### config.mk
export PLATFORM = sky130hd
export DESIGN_NAME = exp_golomb_stream_decoder
export DESIGN_NICKNAME = d
export VERILOG_FILES = /design/src/rtl/egsd_pkg.sv /design/src/rtl/egsd_bit_dec.sv /design/src/rtl/exp_golomb_stream_decoder.sv
export SDC_FILE = /design/constraint.sdc
export NUM_CORES = 1
export LEC_CHECK = 0
export BUFFER_PORTS_ARGS = -buffer_cell sky130_fd_sc_hd__buf_2
export CAP_MARGIN = 15
export CORE_MARGIN = 10
export CORE_UTILIZATION = 60
export CTS_BUF_LIST = sky130_fd_sc_hd__clkbuf_8
export DETAILED_ROUTE_END_ITERATION = 16
export GPL_TIMING_DRIVEN = 0
export PLACE_DENSITY = 0.81
export SLEW_MARGIN = 20
export SYNTH_ARGS = -nofsm -noshare
export SYNTH_HDL_FRONTEND = slang
export SYNTH_HIERARCHICAL = 1
export SYNTH_SLANG_ARGS = --single-unit
### constraint.sdc
create_clock -name clk -period 6.5 [get_ports clk]
set_clock_uncertainty 0.2 [all_clocks]
set_input_delay 0.325 -clock clk [delete_from_list [all_inputs] [get_ports clk]]
set_output_delay 0.325 -clock clk [all_outputs]
set_load 0.03 [all_outputs]
### src/rtl/egsd_pkg.sv
// ----------------------------------------------------------------------------
// egsd_pkg
// Shared types and constants for the order-0 Exp-Golomb stream decoder.
// ----------------------------------------------------------------------------
package egsd_pkg;

  localparam int VALUE_WIDTH_DEF = 32;
  localparam int OUT_WIDTH       = 32;
  localparam int ZCNT_WIDTH      = 5;
  localparam logic [ZCNT_WIDTH-1:0] MAX_PREFIX_RESET = 5'd31;

  typedef enum logic [1:0] {
    ST_OK     = 2'd0,
    ST_PREFIX = 2'd1,
    ST_TRUNC  = 2'd2
  } status_t;

  // One step request for the bit decoder.
  typedef struct packed {
    logic bit_step;   // consume one stream bit
    logic eos_step;   // close the stream after the last bit of the byte
    logic bit_val;
  } ctl_t;

  // Result event raised by a step.
  typedef struct packed {
    logic    valid;
    status_t status;
  } evt_t;

endpackage

### src/rtl/egsd_bit_dec.sv
// ----------------------------------------------------------------------------
// egsd_bit_dec
// Bit-serial Exp-Golomb decode core: counts prefix zeros and shifts in suffix
// bits one per step. The accumulator holds 2^z + suffix, so code = acc - 1.
// ----------------------------------------------------------------------------
module egsd_bit_dec #(
  parameter int VALUE_WIDTH = egsd_pkg::VALUE_WIDTH_DEF
) (
  input  logic                               clk,
  input  logic                               rst,
  input  egsd_pkg::ctl_t                     ctl,
  input  logic [egsd_pkg::ZCNT_WIDTH-1:0]    limit,
  output egsd_pkg::evt_t                     evt,
  output logic [VALUE_WIDTH-1:0]             res_acc
);

  logic                            in_suffix;
  logic                            in_suffix_next;
  logic [egsd_pkg::ZCNT_WIDTH-1:0] zero_count;
  logic [egsd_pkg::ZCNT_WIDTH-1:0] zero_count_next;
  logic [egsd_pkg::ZCNT_WIDTH-1:0] suffix_left;
  logic [egsd_pkg::ZCNT_WIDTH-1:0] suffix_left_next;
  logic [VALUE_WIDTH-1:0]          acc;
  logic [VALUE_WIDTH-1:0]          acc_next;
  logic [VALUE_WIDTH-1:0]          acc_shift;

  assign acc_shift = {acc[VALUE_WIDTH-2:0], ctl.bit_val};

  always_comb begin
    in_suffix_next   = in_suffix;
    zero_count_next  = zero_count;
    suffix_left_next = suffix_left;
    acc_next         = acc;
    evt.valid        = 1'b0;
    evt.status       = egsd_pkg::ST_OK;
    res_acc          = acc;
    if (ctl.bit_step) begin
      if (in_suffix) begin
        acc_next         = acc_shift;
        suffix_left_next = suffix_left - 1'b1;
        if (suffix_left == egsd_pkg::ZCNT_WIDTH'(1)) begin
          evt.valid       = 1'b1;
          res_acc         = acc_shift;
          in_suffix_next  = 1'b0;
          zero_count_next = '0;
        end
      end else if (!ctl.bit_val) begin
        if (zero_count >= limit) begin
          // prefix too long: drop the run and restart at the next bit
          evt.valid       = 1'b1;
          evt.status      = egsd_pkg::ST_PREFIX;
          zero_count_next = '0;
        end else begin
          zero_count_next = zero_count + 1'b1;
        end
      end else if (zero_count == '0) begin
        evt.valid = 1'b1;
        res_acc   = VALUE_WIDTH'(1);
      end else begin
        in_suffix_next   = 1'b1;
        suffix_left_next = zero_count;
        acc_next         = VALUE_WIDTH'(1);
      end
    end else if (ctl.eos_step) begin
      if (in_suffix || (zero_count != '0)) begin
        evt.valid  = 1'b1;
        evt.status = egsd_pkg::ST_TRUNC;
      end
      in_suffix_next   = 1'b0;
      zero_count_next  = '0;
      suffix_left_next = '0;
    end
  end

  always_ff @(posedge clk) begin
    if (rst) begin
      in_suffix   <= 1'b0;
      zero_count  <= '0;
      suffix_left <= '0;
    end else begin
      in_suffix   <= in_suffix_next;
      zero_count  <= zero_count_next;
      suffix_left <= suffix_left_next;
    end
    acc <= acc_next;
  end

endmodule

### src/rtl/exp_golomb_stream_decoder.sv
// Steps: after a byte is accepted it goes through eight bit steps in the serial
// decode core, one end-of-byte step and one flush of the last result.
// A new byte is taken only once the last one is flushed; a result held at the
// output stalls the bit steps until it is taken.
// Reset (rst, synchronous, active high) clears the decoder state, empties the
// result registers and restores max_prefix_zeros to 31.
// ----------------------------------------------------------------------------
// exp_golomb_stream_decoder
// Byte-fed order-0 Exp-Golomb decoder giving ue(v) and se(v) per finished code.
// ----------------------------------------------------------------------------
module exp_golomb_stream_decoder #(
  parameter int VALUE_WIDTH = egsd_pkg::VALUE_WIDTH_DEF
) (
  input  logic                                clk,
  input  logic                                rst,
  // configuration
  input  logic                                cfg_wr_en,
  input  logic [egsd_pkg::ZCNT_WIDTH-1:0]     cfg_wr_data,
  // input beats
  input  logic                                in_valid,
  output logic                                in_ready,
  input  logic [7:0]                          data_byte,
  input  logic                                end_of_stream,
  // result beats
  output logic                                out_valid,
  input  logic                                out_ready,
  output logic [egsd_pkg::OUT_WIDTH-1:0]      unsigned_value,
  output logic signed [egsd_pkg::OUT_WIDTH-1:0] signed_value,
  output logic [1:0]                          status,
  output logic                                last
);

  localparam logic [egsd_pkg::ZCNT_WIDTH-1:0] LIMIT_CAP =
    egsd_pkg::ZCNT_WIDTH'(VALUE_WIDTH - 1);

  typedef enum logic [3:0] {
    S_IDLE  = 4'b0001,
    S_BITS  = 4'b0010,
    S_TAIL  = 4'b0100,
    S_FLUSH = 4'b1000
  } state_t;

  state_t state;
  state_t state_next;

  logic [egsd_pkg::ZCNT_WIDTH-1:0] max_prefix_zeros;
  logic [egsd_pkg::ZCNT_WIDTH-1:0] limit;

  // byte being worked on
  logic [7:0] shreg;
  logic       eos;
  logic [2:0] bit_cnt;

  // newest result of the byte waits here until we know whether it is the last
  logic                   pend_valid;
  logic [VALUE_WIDTH-1:0] pend_acc;
  egsd_pkg::status_t      pend_status;

  egsd_pkg::ctl_t          ctl;
  egsd_pkg::evt_t          evt;
  logic [VALUE_WIDTH-1:0]  res_acc;

  logic in_fire;
  logic out_free;
  logic step_ok;
  logic move;
  logic move_last;

  logic [egsd_pkg::OUT_WIDTH-1:0] acc_ext;
  logic [egsd_pkg::OUT_WIDTH-1:0] acc_half;
  logic [egsd_pkg::OUT_WIDTH-1:0] uval;
  logic [egsd_pkg::OUT_WIDTH-1:0] sval;

  // Cap the limit so every code number fits in VALUE_WIDTH bits.
  assign limit = (max_prefix_zeros > LIMIT_CAP) ? LIMIT_CAP : max_prefix_zeros;

  assign in_ready = (state == S_IDLE);
  assign in_fire  = in_valid && in_ready;

  // A step may raise a result; it can only go ahead if the pending slot can
  // drain into the output register in the same cycle.
  assign out_free = !out_valid || out_ready;
  assign step_ok  = !pend_valid || out_free;

  assign ctl.bit_step = (state == S_BITS) && step_ok;
  assign ctl.eos_step = (state == S_TAIL) && step_ok && eos;
  assign ctl.bit_val  = shreg[7];

  egsd_bit_dec #(
    .VALUE_WIDTH (VALUE_WIDTH)
  ) u_bit_dec (
    .clk     (clk),
    .rst     (rst),
    .ctl     (ctl),
    .limit   (limit),
    .evt     (evt),
    .res_acc (res_acc)
  );

  // Advance the pending result to the output when a newer one displaces it,
  // or, flagged as last, when the byte is done.
  assign move_last = (state == S_FLUSH) && pend_valid && out_free;
  assign move      = (pend_valid && evt.valid) || move_last;

  // Format: acc = 2^z + suffix, code = acc - 1. For se(v), odd code means
  // even acc and gives acc/2; even code means odd acc and gives -(acc/2).
  assign acc_ext  = egsd_pkg::OUT_WIDTH'(pend_acc);
  assign acc_half = acc_ext >> 1;
  assign uval     = acc_ext - egsd_pkg::OUT_WIDTH'(1);
  assign sval     = pend_acc[0] ? (~acc_half + egsd_pkg::OUT_WIDTH'(1)) : acc_half;

  always_comb begin
    state_next = state;
    unique case (state)
      S_IDLE: begin
        if (in_fire) state_next = S_BITS;
      end
      S_BITS: begin
        if (step_ok && (bit_cnt == 3'd7)) state_next = S_TAIL;
      end
      S_TAIL: begin
        if (step_ok) state_next = S_FLUSH;
      end
      S_FLUSH: begin
        if (!pend_valid || out_free) state_next = S_IDLE;
      end
      default: state_next = S_IDLE;
    endcase
  end

  always_ff @(posedge clk) begin
    if (rst) begin
      state            <= S_IDLE;
      max_prefix_zeros <= egsd_pkg::MAX_PREFIX_RESET;
      pend_valid       <= 1'b0;
      out_valid        <= 1'b0;
      bit_cnt          <= '0;
    end else begin
      state <= state_next;
      if (cfg_wr_en) max_prefix_zeros <= cfg_wr_data;

      if (in_fire) begin
        bit_cnt <= '0;
      end else if (ctl.bit_step) begin
        bit_cnt <= bit_cnt + 1'b1;
      end

      // pending slot: load on a new result, drop when flushed as last
      if (evt.valid) begin
        pend_valid <= 1'b1;
      end else if (move_last) begin
        pend_valid <= 1'b0;
      end

      // output register: hold until taken
      if (move) begin
        out_valid <= 1'b1;
      end else if (out_ready) begin
        out_valid <= 1'b0;
      end
    end

    if (in_fire) begin
      shreg <= data_byte;
      eos   <= end_of_stream;
    end else if (ctl.bit_step) begin
      shreg <= {shreg[6:0], 1'b0};
    end

    if (evt.valid) begin
      pend_acc    <= res_acc;
      pend_status <= evt.status;
    end

    if (move) begin
      status <= pend_status;
      last   <= move_last;
      if (pend_status == egsd_pkg::ST_OK) begin
        unsigned_value <= uval;
        signed_value   <= sval;
      end else begin
        unsigned_value <= '0;
        signed_value   <= '0;
      end
    end
  end

endmodule

* Word-level counts from Yosys, hierarchy flattened
Index checks and enable logic that the tools add are counted.
** Operators by class
- Reductions and logical operators :: 28
- Multiplexer cells :: 47
- Magnitude comparators :: 2
- $add $sub $neg :: 5
- Eq/ne operators :: 15
- Bitwise operators :: 1
** Operator list (number)
- $mux W32 :: 8
- $mux W5 :: 11
- $add A32 B1 Y32 const B :: 1
- $not A31 Y32 :: 1
- $sub A32 B1 Y32 const B :: 1
- $mux W31 :: 1
- $mux W4 :: 4
- $mux W8 :: 2
- $pmux W4 S4 :: 1
- $mux W1 :: 14
- $mux W3 :: 4
- $reduce_bool A2 Y1 :: 5
- $ne A3 B2 Y1 const B :: 3
- $reduce_and A3 Y1 :: 3
- $logic_and A1 B1 Y1 :: 8
- $ne A2 B1 Y1 const B :: 3
- $add A5 B1 Y5 const B :: 1
- $eq A5 B1 Y1 const B :: 1
- $ge A5 B5 Y1 :: 1
- $gt A5 B5 Y1 const B :: 1
- $logic_not A5 Y1 :: 1
- $reduce_bool A5 Y1 :: 1
- $sub A5 B1 Y5 const B :: 1
- $eq A4 B1 Y1 const B :: 1
- 14 further kinds :: 20
** Word-level totals
- Output and inout port bits :: 69
- Input port bits :: 19
- Register bits after elaboration :: 167
- Word-level logic and storage cells :: 116

* Logic depth before layout (Yosys ltp)
Gate-level depths: netlist of the first run.
- Depth after elaboration :: 10
- Gate-level depth with buffers :: 11
- Depth with buffers taken out :: 9

* Modules after synthesis
Netlist of the first run, hierarchy kept.
** By module, submodules not included
- exp_golomb_stream_decoder :: area each 5909.4 µm², seq. area each 3583.4 µm², cells an instance 514, instances 1
- egsd_bit_dec :: area each 2429.8 µm², seq. area each 1181.1 µm², cells an instance 221, instances 1

* Worst setup path after synthesis of the first run
No wires, ideal clock.
- Path type :: register to register
- Start point :: reg state[1]
- End point :: reg last (enable)
- Required time :: 5.873 ns
- Clock period less this slack :: 5.763 ns
- Buffers on the path :: 2
- Slack :: 0.737 ns
- Cell stages (with the launch flop) :: 11
- Arrival time :: 5.136 ns
- Setup time :: 0.427 ns
- Cell sequence :: dfxtp_1 -> clkbuf_1 -> nor2b_1 -> nand3_1 -> inv_1 -> nor2b_1 -> clkbuf_1 -> o21ai_0 -> o221ai_1 -> nand2_1 -> nand2_1
** RTL lines
- start: declaration :: line exp_golomb_stream_decoder.sv:43 : state_t state;
- start signal: assignment :: line exp_golomb_stream_decoder.sv:139 : state <= state_next;
- end signal: assignment :: line exp_golomb_stream_decoder.sv:177 : last <= move_last;
- end: declaration :: line exp_golomb_stream_decoder.sv:30 : output logic last

==> flow_summary.json, run 1 <==
{
  "power_per_cell_area_nw_per_um2": 218.7,
  "synth-seq-cells": 167,
  "route.detailed.wl_per_inst_um": 18.82,
  "tritoncts_num_sinks": 167,
  "arrival_ps": 3950,
  "drt_first_pass_iters": 7,
  "register_area_um2": 4765,
  "antenna_cells": 0,
  "path_clk_slew_ps": 90,
  "cts_root_buf": "clkbuf_8",
  "x_dimension_of_the_die_um": 137.9,
  "routabilityCongestion": 0.9160,
  "fraction_of_power_consumed_by_sequential_logic_pct": 56.5,
  "p_sw_share_pct": 23.48,
  "vias_per_cell": 6.027,
  "cts_hold_buf": 20,
  "die_outline_area_um2": 19010,
  "clk-insertion-delay-late_ps": 460,
  "total_setup_buffers_inserted_after_cts": 0,
  "fillers": 1030,
  "ctsLongestPathBuffers": 2,
  "yosys.cell_types.count": 72,
  "fin_nets": 895,
  "grt_setup_unrepaired": "false",
  "chipHeight_um": 137.9,
  "finalCriticalPeriod_ps": 4016,
  "share_of_the_clock_period_used_by_the_worst_path_after_layout_pct": 61.78,
  "drt.antenna.violating_nets": 0,
  "standard_cell_row_count": 43,
  "portBuffers": 86,
  "async_flop_share_pct": 0,
  "maxClockFrequency_mhz": 249.0,
  "p_int_uw": 1621,
  "cts_resized": 0,
  "vias": 6358,
  "postSynthAreaPerCell_um2": 11.35,
  "final_max_slew_viol_count": 0,
  "drive_gt1_share_pct": 17.71,
  "pre_cts_ws_ps": 2541,
  "ys_warn_count": 6,
  "start_util_pct": 60.55,
  "grt_usage_pct": 21.41,
  "tritoncts.num_buffers": 17,
  "timing.setup.tns_ps": 0,
  "synth-edff-count": 142,
  "io_pins": 88,
  "slew_headroom_pct": 31.78,
  "dp.final_hpwl_um": 14370,
  "share_comb_of_total_power_pct": 6.9,
  "synth-seq-area-share_pct": 57.13,
  "layout.cells.most_common_list": "142 x edfxtp_1, 94 x buf_2, 59 x nand2_1",
  "multi_input_area_um2": 3308,
  "worstPathRequired_ps": 6440,
  "top_ff_cell_synth": "edfxtp_1",
  "synth_top_cell_by_area": "edfxtp_1",
  "cell_types_with_the_largest_area_share_after_synthesis": "edfxtp_1 51%, dfxtp_1 6.0%, a22o_1 3.3%",
  "cp_max_fo": 66,
  "cts_tree": "yes",
  "status": "finished, final reports clean",
  "finalWorstSetupSlack_ps": 2484,
  "postSynthNetCount": 768,
  "vdd_drop_max_mv": 0.1649,
  "p_leak_uw": 0.003578,
  "setup_viol_count_final": 0,
  "vias_in_the_first_global_route": 6312,
  "hp-class": "in2reg",
  "power.net_switching_uw": 497.5,
  "grt_first_pass_wirelength_um": 32030,
  "post_synth_instance_area_um2": 8339,
  "drt_first_iter_violations": 484,
  "tightestPinTransition_ps": 1014,
  "gr-total-overflow": 0,
  "synth_top_area_share_pct": 51.13,
  "report.final.hold_viol_count": 0,
  "endpoint_kind": "flop",
  "route.detailed.drc": 0,
  "floorplan.core_area_um2": 13770,
  "final_common_cell": "edfxtp_1",
  "timing.max_cap.violations": 0,
  "critical_path_class": "reg2reg",
  "synthesis.instances": 735,
  "flow.area_growth_from_synthesis_pct": 16.14,
  "antenna_found_initial": 0,
  "utilization_pct": 70.32,
  "grt_start_max_net_pins": 67,
  "clock_tree.htree_level_count": 4,
  "postRouteWirelength_um": 19860,
  "nature_of_the_critical_path_startpoint": "flop",
  "p_clk_share_pct": 36.5
}
[metal layers]
metal	track usage [%]	up-vias	routed length [um]
li1	-	3012	-
met1	25.44	3073	8101
met2	37.42	229	10080
met3	4.022	44	1201
met4	8.633	0	476
met5	0	-	0
[sequential cells by signal (all words and copies together), names as in the netlist, 3 cells and up]
signal	count
u_bit_dec/acc	32
signed_value	32
max_prefix_zeros	5
u_bit_dec/suffix_left	5
bit_cnt	3
unsigned_value	32
acc_ext	32
shreg	8
u_bit_dec/zero_count	5
state	4
[critical path: stages (launching register included)]
cell      delay [ps]
dfxtp_1          320
clkbuf_1         270
nor2b_1          270
nand3_1          280
inv_1            190
nor2b_1          140
clkbuf_1         380
a31oi_1          340
buf_2            300
o221ai_4         210
buf_16           240
nand2_1          100
nand2_4          110
buf_16           270
[final timing paths]
check	endpoint	slack (ps)	depth (start not counted)	startpoint
setup reg to reg	status[1]$_DFFE_PP_	2480	13	state[1]$_SDFFE_PP0P_
setup / recovery	status[1]$_DFFE_PP_	2480	13	state[1]$_SDFFE_PP0P_
hold reg to reg	u_bit_dec/suffix_left[1]$_SDFFE_PP0P_	290	2	u_bit_dec/suffix_left[1]$_SDFFE_PP0P_
hold / removal	u_bit_dec/zero_count[0]$_SDFFE_PP0P_	100	3	rst
[power by group through the flow]
stage / registers (uW) / logic (uW) / clock network (uW)
3_5_place_dp: 1220 / 133 / 0
5_1_grt: 1200 / 163 / 828
6_report: 1200 / 147 / 774
3_3_place_gp: 1220 / 125 / 0
2_1_floorplan: 1220 / 97.0 / 0
4_1_cts: 1200 / 145 / 781
[cells by family (layout without fill, tap and decap cells)]
logic type      Yosys count  in the layout  share of synthesized area, %
compound gates          141            141                         12.44
simple gates            290            290                         19.08
flops                   167            167                         57.13
mux                      24             24                         2.896
fa+ha+maj                14             14                         2.101
xor+xnor                 27             27                         2.836
buf+inv                  72            212                         3.511
[cells in the mapped netlist (all sizes together), types with 7 or more instances]
cell and number:
edfxtp 142, nand2 60, nor2 53, clkbuf 44, and2 34, a22o 31, o21ai 31, or3 27
dfxtp 25, a21oi 24, mux2i 23, xor2 19, inv 17, nor3 17, nor4 17, ha 14
buf 11, nand3 11, nand2b 9, nand4 9, or4 9, nand3b 8, nor2b 8, xnor2 8
a31oi 7
[layout make-up]
cell class / instances / share of cell area [%]
plain buffers: 55 / 2.364
clock buffers: 17 / 2.416
clock inverters: 15 / 1.809
inverters: 17 / 0.6588
multi-input cells: 496 / 34.16
flip-flops and latches: 167 / 49.19
well taps: 180 / 2.325
repair buffers: 108 / 7.079
[metrics by stage]
| step | power, uW | cells | cell area (um^2) | hold WS (ps) |
|---|---|---|---|---|
| 2_1_floorplan | 1314 | 735 | 8339 | 223.6 |
| 3_3_place_gp | 1346 | 1001 | 8995 | 260.8 |
| 3_5_place_dp | 1355 | 1003 | 9076 | 275.2 |
| 4_1_cts | 2123 | 1055 | 9686 | 75.87 |
| 5_1_grt | 2192 | 1055 | 9686 | 104.2 |
| 6_report | 2119 | 1055 | 9686 | 100.3 |
No activity file was read; power rests on OpenSTA's default activity.
==> inputs of run 2 (changes only) <==
--- a/config.mk
+++ b/config.mk
@@ -5,6 +5,7 @@
 export SDC_FILE = /design/constraint.sdc
 export NUM_CORES = 1
 export LEC_CHECK = 0
+export ABC_AREA = 1
 export BUFFER_PORTS_ARGS = -buffer_cell sky130_fd_sc_hd__buf_2
 export CAP_MARGIN = 15
 export CORE_MARGIN = 10
==> constraint.sdc (replaced) <==
create_clock -name clk -period 3.9 [get_ports clk]
set_clock_uncertainty 0.2 [all_clocks]
set_input_delay 0.195 -clock clk [delete_from_list [all_inputs] [get_ports clk]]
set_output_delay 0.195 -clock clk [all_outputs]
set_load 0.03 [all_outputs]
==> run 2 against run 1 <==
Compared with the run above:
- sequential power grew 64%
- total power grew 68%
- count of clock-buffer cells in the layout grew 3
- die area grew 0.81%
- core utilization grew 2.2 points
- synthesized cell count grew 28%
- sequential share of layout area shrank 1.6 points
- global-route usage shrank 0.37 points
- first-iteration DRC count grew 38%
- final cell count grew 21%
- critical endpoint is now signed_value[23]$_SDFFCE_PP0P_
- largest power group unchanged
==> flow_summary.json, run 2 <==
{
  "cell_types_with_the_largest_area_share_after_synthesis": "edfxtp_1 51%, nand2_1 10%, inv_1 6.2%",
  "yosys.cell_types.count": 41,
  "utilization_pct": 72.50,
  "tritoncts.num_buffers": 17,
  "drt_first_pass_iters": 6,
  "grt_setup_unrepaired": "false",
  "ctsLongestPathBuffers": 2,
  "portBuffers": 87,
  "report.final.hold_viol_count": 0,
  "die_outline_area_um2": 19170,
  "postSynthNetCount": 973,
  "cts_resized": 0,
  "setup_viol_count_final": 0,
  "arrival_ps": 3510,
  "post_synth_most_frequent_cells": "225 x nand2_1, 142 x edfxtp_1, 138 x inv_1",
  "routabilityCongestion": 0.9663,
  "power_per_cell_area_nw_per_um2": 354.1,
  "vias_in_the_first_global_route": 6855,
  "cts_root_buf": "clkbuf_8",
  "vias_per_cell": 5.475,
  "drt_first_iter_violations": 670,
  "final_max_slew_viol_count": 0,
  "x_dimension_of_the_die_um": 138.5,
  "critical_path_class": "reg2reg",
  "standard_cell_row_count": 43,
  "drive_gt1_share_pct": 19.25,
  "antenna_cells": 0,
  "cp_max_fo": 27,
  "synth-seq-cells": 167,
  "flow.area_growth_from_synthesis_pct": 19.08,
  "postRouteWirelength_um": 20130,
  "cts_tree": "yes",
  "layout.cells.most_common_list": "221 x nand2_1, 142 x edfxtp_1, 137 x inv_1",
  "floorplan.core_area_um2": 13830,
  "postSynthAreaPerCell_um2": 8.955,
  "gr-total-overflow": 0,
  "post_synth_instance_area_um2": 8418,
  "drt.antenna.violating_nets": 0,
  "start_util_pct": 60.88,
  "nature_of_the_critical_path_startpoint": "flop",
  "slew_headroom_pct": 59.60,
  "synth_top_area_share_pct": 50.65,
  "vias": 6986,
  "clock_tree.htree_level_count": 4,
  "timing.max_cap.violations": 0,
  "worstPathRequired_ps": 3880,
  "antenna_found_initial": 0,
  "yosysMostFrequentCell": "nand2_1",
  "grt_usage_pct": 21.05,
  "share_of_the_clock_period_used_by_the_worst_path_after_layout_pct": 90.73,
  "dp.final_hpwl_um": 14420,
  "synthesis.instances": 940,
  "endpoint_kind": "flop",
  "clk-insertion-delay-late_ps": 460,
  "async_flop_share_pct": 0,
  "hp-class": "reg2reg",
  "status": "finished, final reports clean",
  "maxClockFrequency_mhz": 282.6,
  "chipHeight_um": 138.5,
  "synth-seq-area-share_pct": 56.60,
  "tightestPinTransition_ps": 606.1,
  "grt_first_pass_wirelength_um": 33220,
  "top_ff_cell_synth": "edfxtp_1",
  "grt_start_max_net_pins": 28,
  "route.detailed.drc": 0,
  "dpl_cell_area_um2": 9278,
  "path_clk_slew_ps": 80,
  "route.detailed.wl_per_inst_um": 15.77,
  "io_pins": 88,
  "stdcell_area_um2": 10020,
  "tritoncts_num_sinks": 167,
  "final_common_cell": "nand2_1",
  "fin_nets": 1116,
  "ys_warn_count": 6,
  "p_leak_uw": 0.004551,
  "finalCriticalPeriod_ps": 3538,
  "synth-edff-count": 142,
  "vdd_drop_max_mv": 0.2208,
  "synth_top_cell_by_area": "edfxtp_1"
}
==> run 2: final cells by class <==
type                            count  area, um^2
Buffer                             25       137.6
Clock buffer                       20       275.3
Clock inverter                     12       183.9
Fill cell                         945        3802
Inverter                          148       560.5
Multi-Input combinational cell    600        3007
Sequential cell                   167        4772
Tap cell                          180       225.2
Timing Repair Buffer              124       863.3
==> run 2: power breakdown <==
group	switching (uW)	total [uW]	internal, uW
sequential	20.1	1970	1950
clock	601	1400	803
combinational	107	178	70.6
==> run 2: per-layer routing <==
layer	track usage [%]	wire length, um
met2	36.80	10220
met5	0	0
met3	4.897	1332
met4	9.933	646
met1	23.76	7931
==> run 2: worst paths after layout <==
kind / startpoint / endpoint / slack [ps] / cells after the start
max: state[2]$_SDFFE_PP0P_ / signed_value[23]$_SDFFCE_PP0P_ / 360 / 17
min: pend_status[1]$_DFFE_PP_ / status[1]$_DFFE_PP_ / 260 / 0
max reg2reg: state[2]$_SDFFE_PP0P_ / signed_value[23]$_SDFFCE_PP0P_ / 360 / 17
min reg2reg: pend_status[1]$_DFFE_PP_ / status[1]$_DFFE_PP_ / 260 / 0
==> run 2: through the flow <==
step,total power (uW),hold slack [ps],worst slack (ps),setup TNS (ps),cells
after floorplan,2109,56.65,-1046,-71000,940
after global placement,2147,172.0,-2128,-147780,1207
after detailed placement,2155,174.2,149.2,0,1215
after CTS,3556,212.3,123.9,0,1275
after global routing,3657,258.3,131.2,0,1276
final,3550,255.9,361.7,0,1276
==> run 2: repair_timing <==
item | 4_1_cts | 5_1_grt
setup buffers | 0 | 1
hold buffers | 28 | 0
hold endpoints to repair | 27 | 0
endpoints found under the setup margin | 0 | 27
==> run 2: cell families after synthesis <==
group	synth area share, %
xor gates and xnor gates	0.3122
DFF	56.60
buffers and inverters	8.234
and+or+nand+nor	23.08
adders and majority gates	2.081
AOI/OAI and AO/OA	9.691
==> run 2: critical path, stage by stage (launching register included) <==
cell	delay, ps
dfxtp_2	330
inv_2	50
nand2_2	70
nor3_4	190
nand2_2	160
inv_4	140
nand2_2	100
inv_2	140
nand4_4	180
buf_2	250
o211ai_1	160
buf_4	250
buf_4	190
inv_1	90
o21ai_4	180
buf_16	190
buf_16	170
buf_16	190
==> inputs of run 3 (changes only) <==
--- a/config.mk
+++ b/config.mk
@@ -6,7 +6,7 @@
 export NUM_CORES = 1
 export LEC_CHECK = 0
 export ABC_AREA = 1
-export BUFFER_PORTS_ARGS = -buffer_cell sky130_fd_sc_hd__buf_2
+export BUFFER_PORTS_ARGS = -buffer_cell sky130_fd_sc_hd__buf_4
 export CAP_MARGIN = 15
 export CORE_MARGIN = 10
 export CORE_UTILIZATION = 60
==> run 3 against run 2 <==
Compared with the run above:
- register-to-register slack lost 80 ps
- critical path depth shrank 1
- sequential cell count is the same
- worst setup slack lost 75 ps
- clock power shrank 25%
- first-iteration DRC count shrank 2.1%
- maximum frequency shrank 2.1%
- global-route usage shrank 1.3 points
- hold slack gained 8.3 ps
- non-clock buffer count shrank 2
- critical path type unchanged
- critical endpoint is now signed_value[19]$_SDFFCE_PP0P_
- largest power group unchanged
==> flow_summary.json, run 3 (synthesized netlist as in run 2, its figures left out) <==
{
  "final_common_cell": "nand2_1",
  "status": "finished, final reports clean",
  "grt_usage_pct": 19.74,
  "io_pins": 88,
  "gr-total-overflow": 0,
  "setup_viol_count_final": 0,
  "postRouteWirelength_um": 19480,
  "vias_per_cell": 5.397,
  "dp_cells": 1214,
  "vias_in_the_first_global_route": 6532,
  "cts_tree": "yes",
  "final_max_slew_viol_count": 0,
  "grt_first_pass_wirelength_um": 31220,
  "drt.antenna.violating_nets": 0,
  "route.layer.met1.wl_um": 7850,
  "total_setup_buffers_inserted_after_cts": 0,
  "setup.reg_to_reg.worst_slack_ps": 290,
  "cp_max_fo": 27,
  "vdd_drop_max_mv": 0.2805,
  "power_per_cell_area_nw_per_um2": 316.9,
  "antenna_cells": 0,
  "maxClockFrequency_mhz": 276.7,
  "cts_root_buf": "clkbuf_8",
  "finalCriticalPeriod_ps": 3613,
  "x_dimension_of_the_die_um": 138.5,
  "drt_first_pass_iters": 6,
  "portBuffers": 87,
  "route.detailed.wl_per_inst_um": 15.28,
  "timing.setup.tns_ps": 0,
  "cts_resized": 0,
  "die_outline_area_um2": 19170,
  "crit_path_top_delay_cell": "o21ai_4",
  "flow.area_growth_from_synthesis_pct": 19.84,
  "layout.cells.most_common_list": "221 x nand2_1, 142 x edfxtp_1, 140 x inv_1",
  "dp.final_hpwl_um": 14130,
  "chipHeight_um": 138.5,
  "route.top_layer_used": "met4",
  "floorplan.core_area_um2": 13830,
  "route.detailed.drc": 0,
  "nature_of_the_critical_path_startpoint": "flop",
  "clk-insertion-delay-late_ps": 450,
  "critical_path_class": "reg2reg",
  "tritoncts.num_buffers": 17,
  "arrival_ps": 3570,
  "drt_first_iter_violations": 656,
  "fin_nets": 1115,
  "routabilityCongestion": 0.9600,
  "route.met2.wl_um": 9722,
  "clock_tree.htree_level_count": 4,
  "number_of_stages_on_the_worst_hold_path": 0,
  "ctsLongestPathBuffers": 2,
  "share_of_the_clock_period_used_by_the_worst_path_after_layout_pct": 92.65,
  "tritoncts_num_sinks": 167,
  "slew_headroom_pct": 56.42,
  "drive_gt1_share_pct": 18.81,
  "ff2ff_path_depth": 16,
  "met3RoutedLength_um": 1372,
  "start_util_pct": 60.88,
  "vias": 6881,
  "standard_cell_row_count": 43,
  "grt_setup_unrepaired": "false",
  "report.final.hold_viol_count": 0,
  "hp-class": "reg2reg",
  "grt_start_max_net_pins": 28,
  "antenna_found_initial": 0,
  "endpoint_kind": "flop",
  "worstPathRequired_ps": 3860,
  "timing.max_cap.violations": 0,
  "timing.critical_path.cells": "inv_1, nor2_2, inv_2, nand2_2, inv_4, nand2_2, inv_2, nand4_4, buf_2, o211ai_1, buf_4, buf_6, inv_1, o21ai_4, buf_16, buf_16",
  "critical_path.max_stage_delay_ps": 380,
  "final_cells": 1275,
  "p_leak_uw": 0.004561,
  "path_clk_slew_ps": 80,
  "tightestPinTransition_ps": 653.6
}
## run 3: changes by cell type in the layout (fill, tap and decap cells not counted), moves of 3 or more
cell	delta
bufinv_16	-5
buf_4	+85
inv_1	+3
buf_2	-87
## run 3: per-layer routing
layer  vias up  global-route usage (%)
li1       3386                       -
met1      3196                   23.20
met2       256                   33.81
met3        43                   4.247
met4         0                   9.101
met5         -                       0
## run 3: worst paths after layout
path                                  from                             end
hold reg to reg   pend_status[1]$_DFFE_PP_             status[1]$_DFFE_PP_
hold / removal    pend_status[1]$_DFFE_PP_             status[1]$_DFFE_PP_
setup reg to reg   pend_valid$_SDFFE_PP0P_  signed_value[19]$_SDFFCE_PP0P_
setup / recovery   pend_valid$_SDFFE_PP0P_  signed_value[19]$_SDFFCE_PP0P_
## run 3: through the flow
step	worst slack, ps	total power [uW]	area (um^2)	utilization, %	hold WS (ps)
after floorplan	-1046	2109	8466	-	56.65
after global placement	-2077	2153	9344	67.58	173.5
after detailed placement	63.64	2160	9472	68.50	174.8
after CTS	44.67	3205	10080	72.90	234.5
after global routing	34.33	3306	10090	72.96	265.7
final	286.6	3197	10090	72.96	264.3
## run 3: layout make-up
class                   count  area (um^2)
fillers                  1007         3739
plain buffers              25        137.6
clock buffers              20        275.3
flip-flops and latches    167         4772
multi-input cells         601         3015
well taps                 180        225.2
repair buffers            122         1050
inverters                 148        560.5
clock inverters            12        52.55
## run 3: critical path, delay by kind of cell (launching register included)
| kind | cells | cell delay (ps) |
|---|---|---|
| flip-flops | 1 | 330 |
| AND/OR/NAND/NOR | 4 | 500 |
| buffers and inverters | 10 | 1720 |
| AO/OA/AOI/OAI | 2 | 540 |
## run 3: power breakdown
| group | total, uW | internal (uW) | switching [uW] |
|---|---|---|---|
| registers | 1970 | 1950 | 20.0 |
| logic | 184 | 76.7 | 107 |
| clock network | 1050 | 469 | 577 |
## run 3: timing repair
action / CTS / global route
endpoints found under the setup margin: 0 / 27
hold buffers: 28 / 0
hold endpoints to repair: 32 / 0
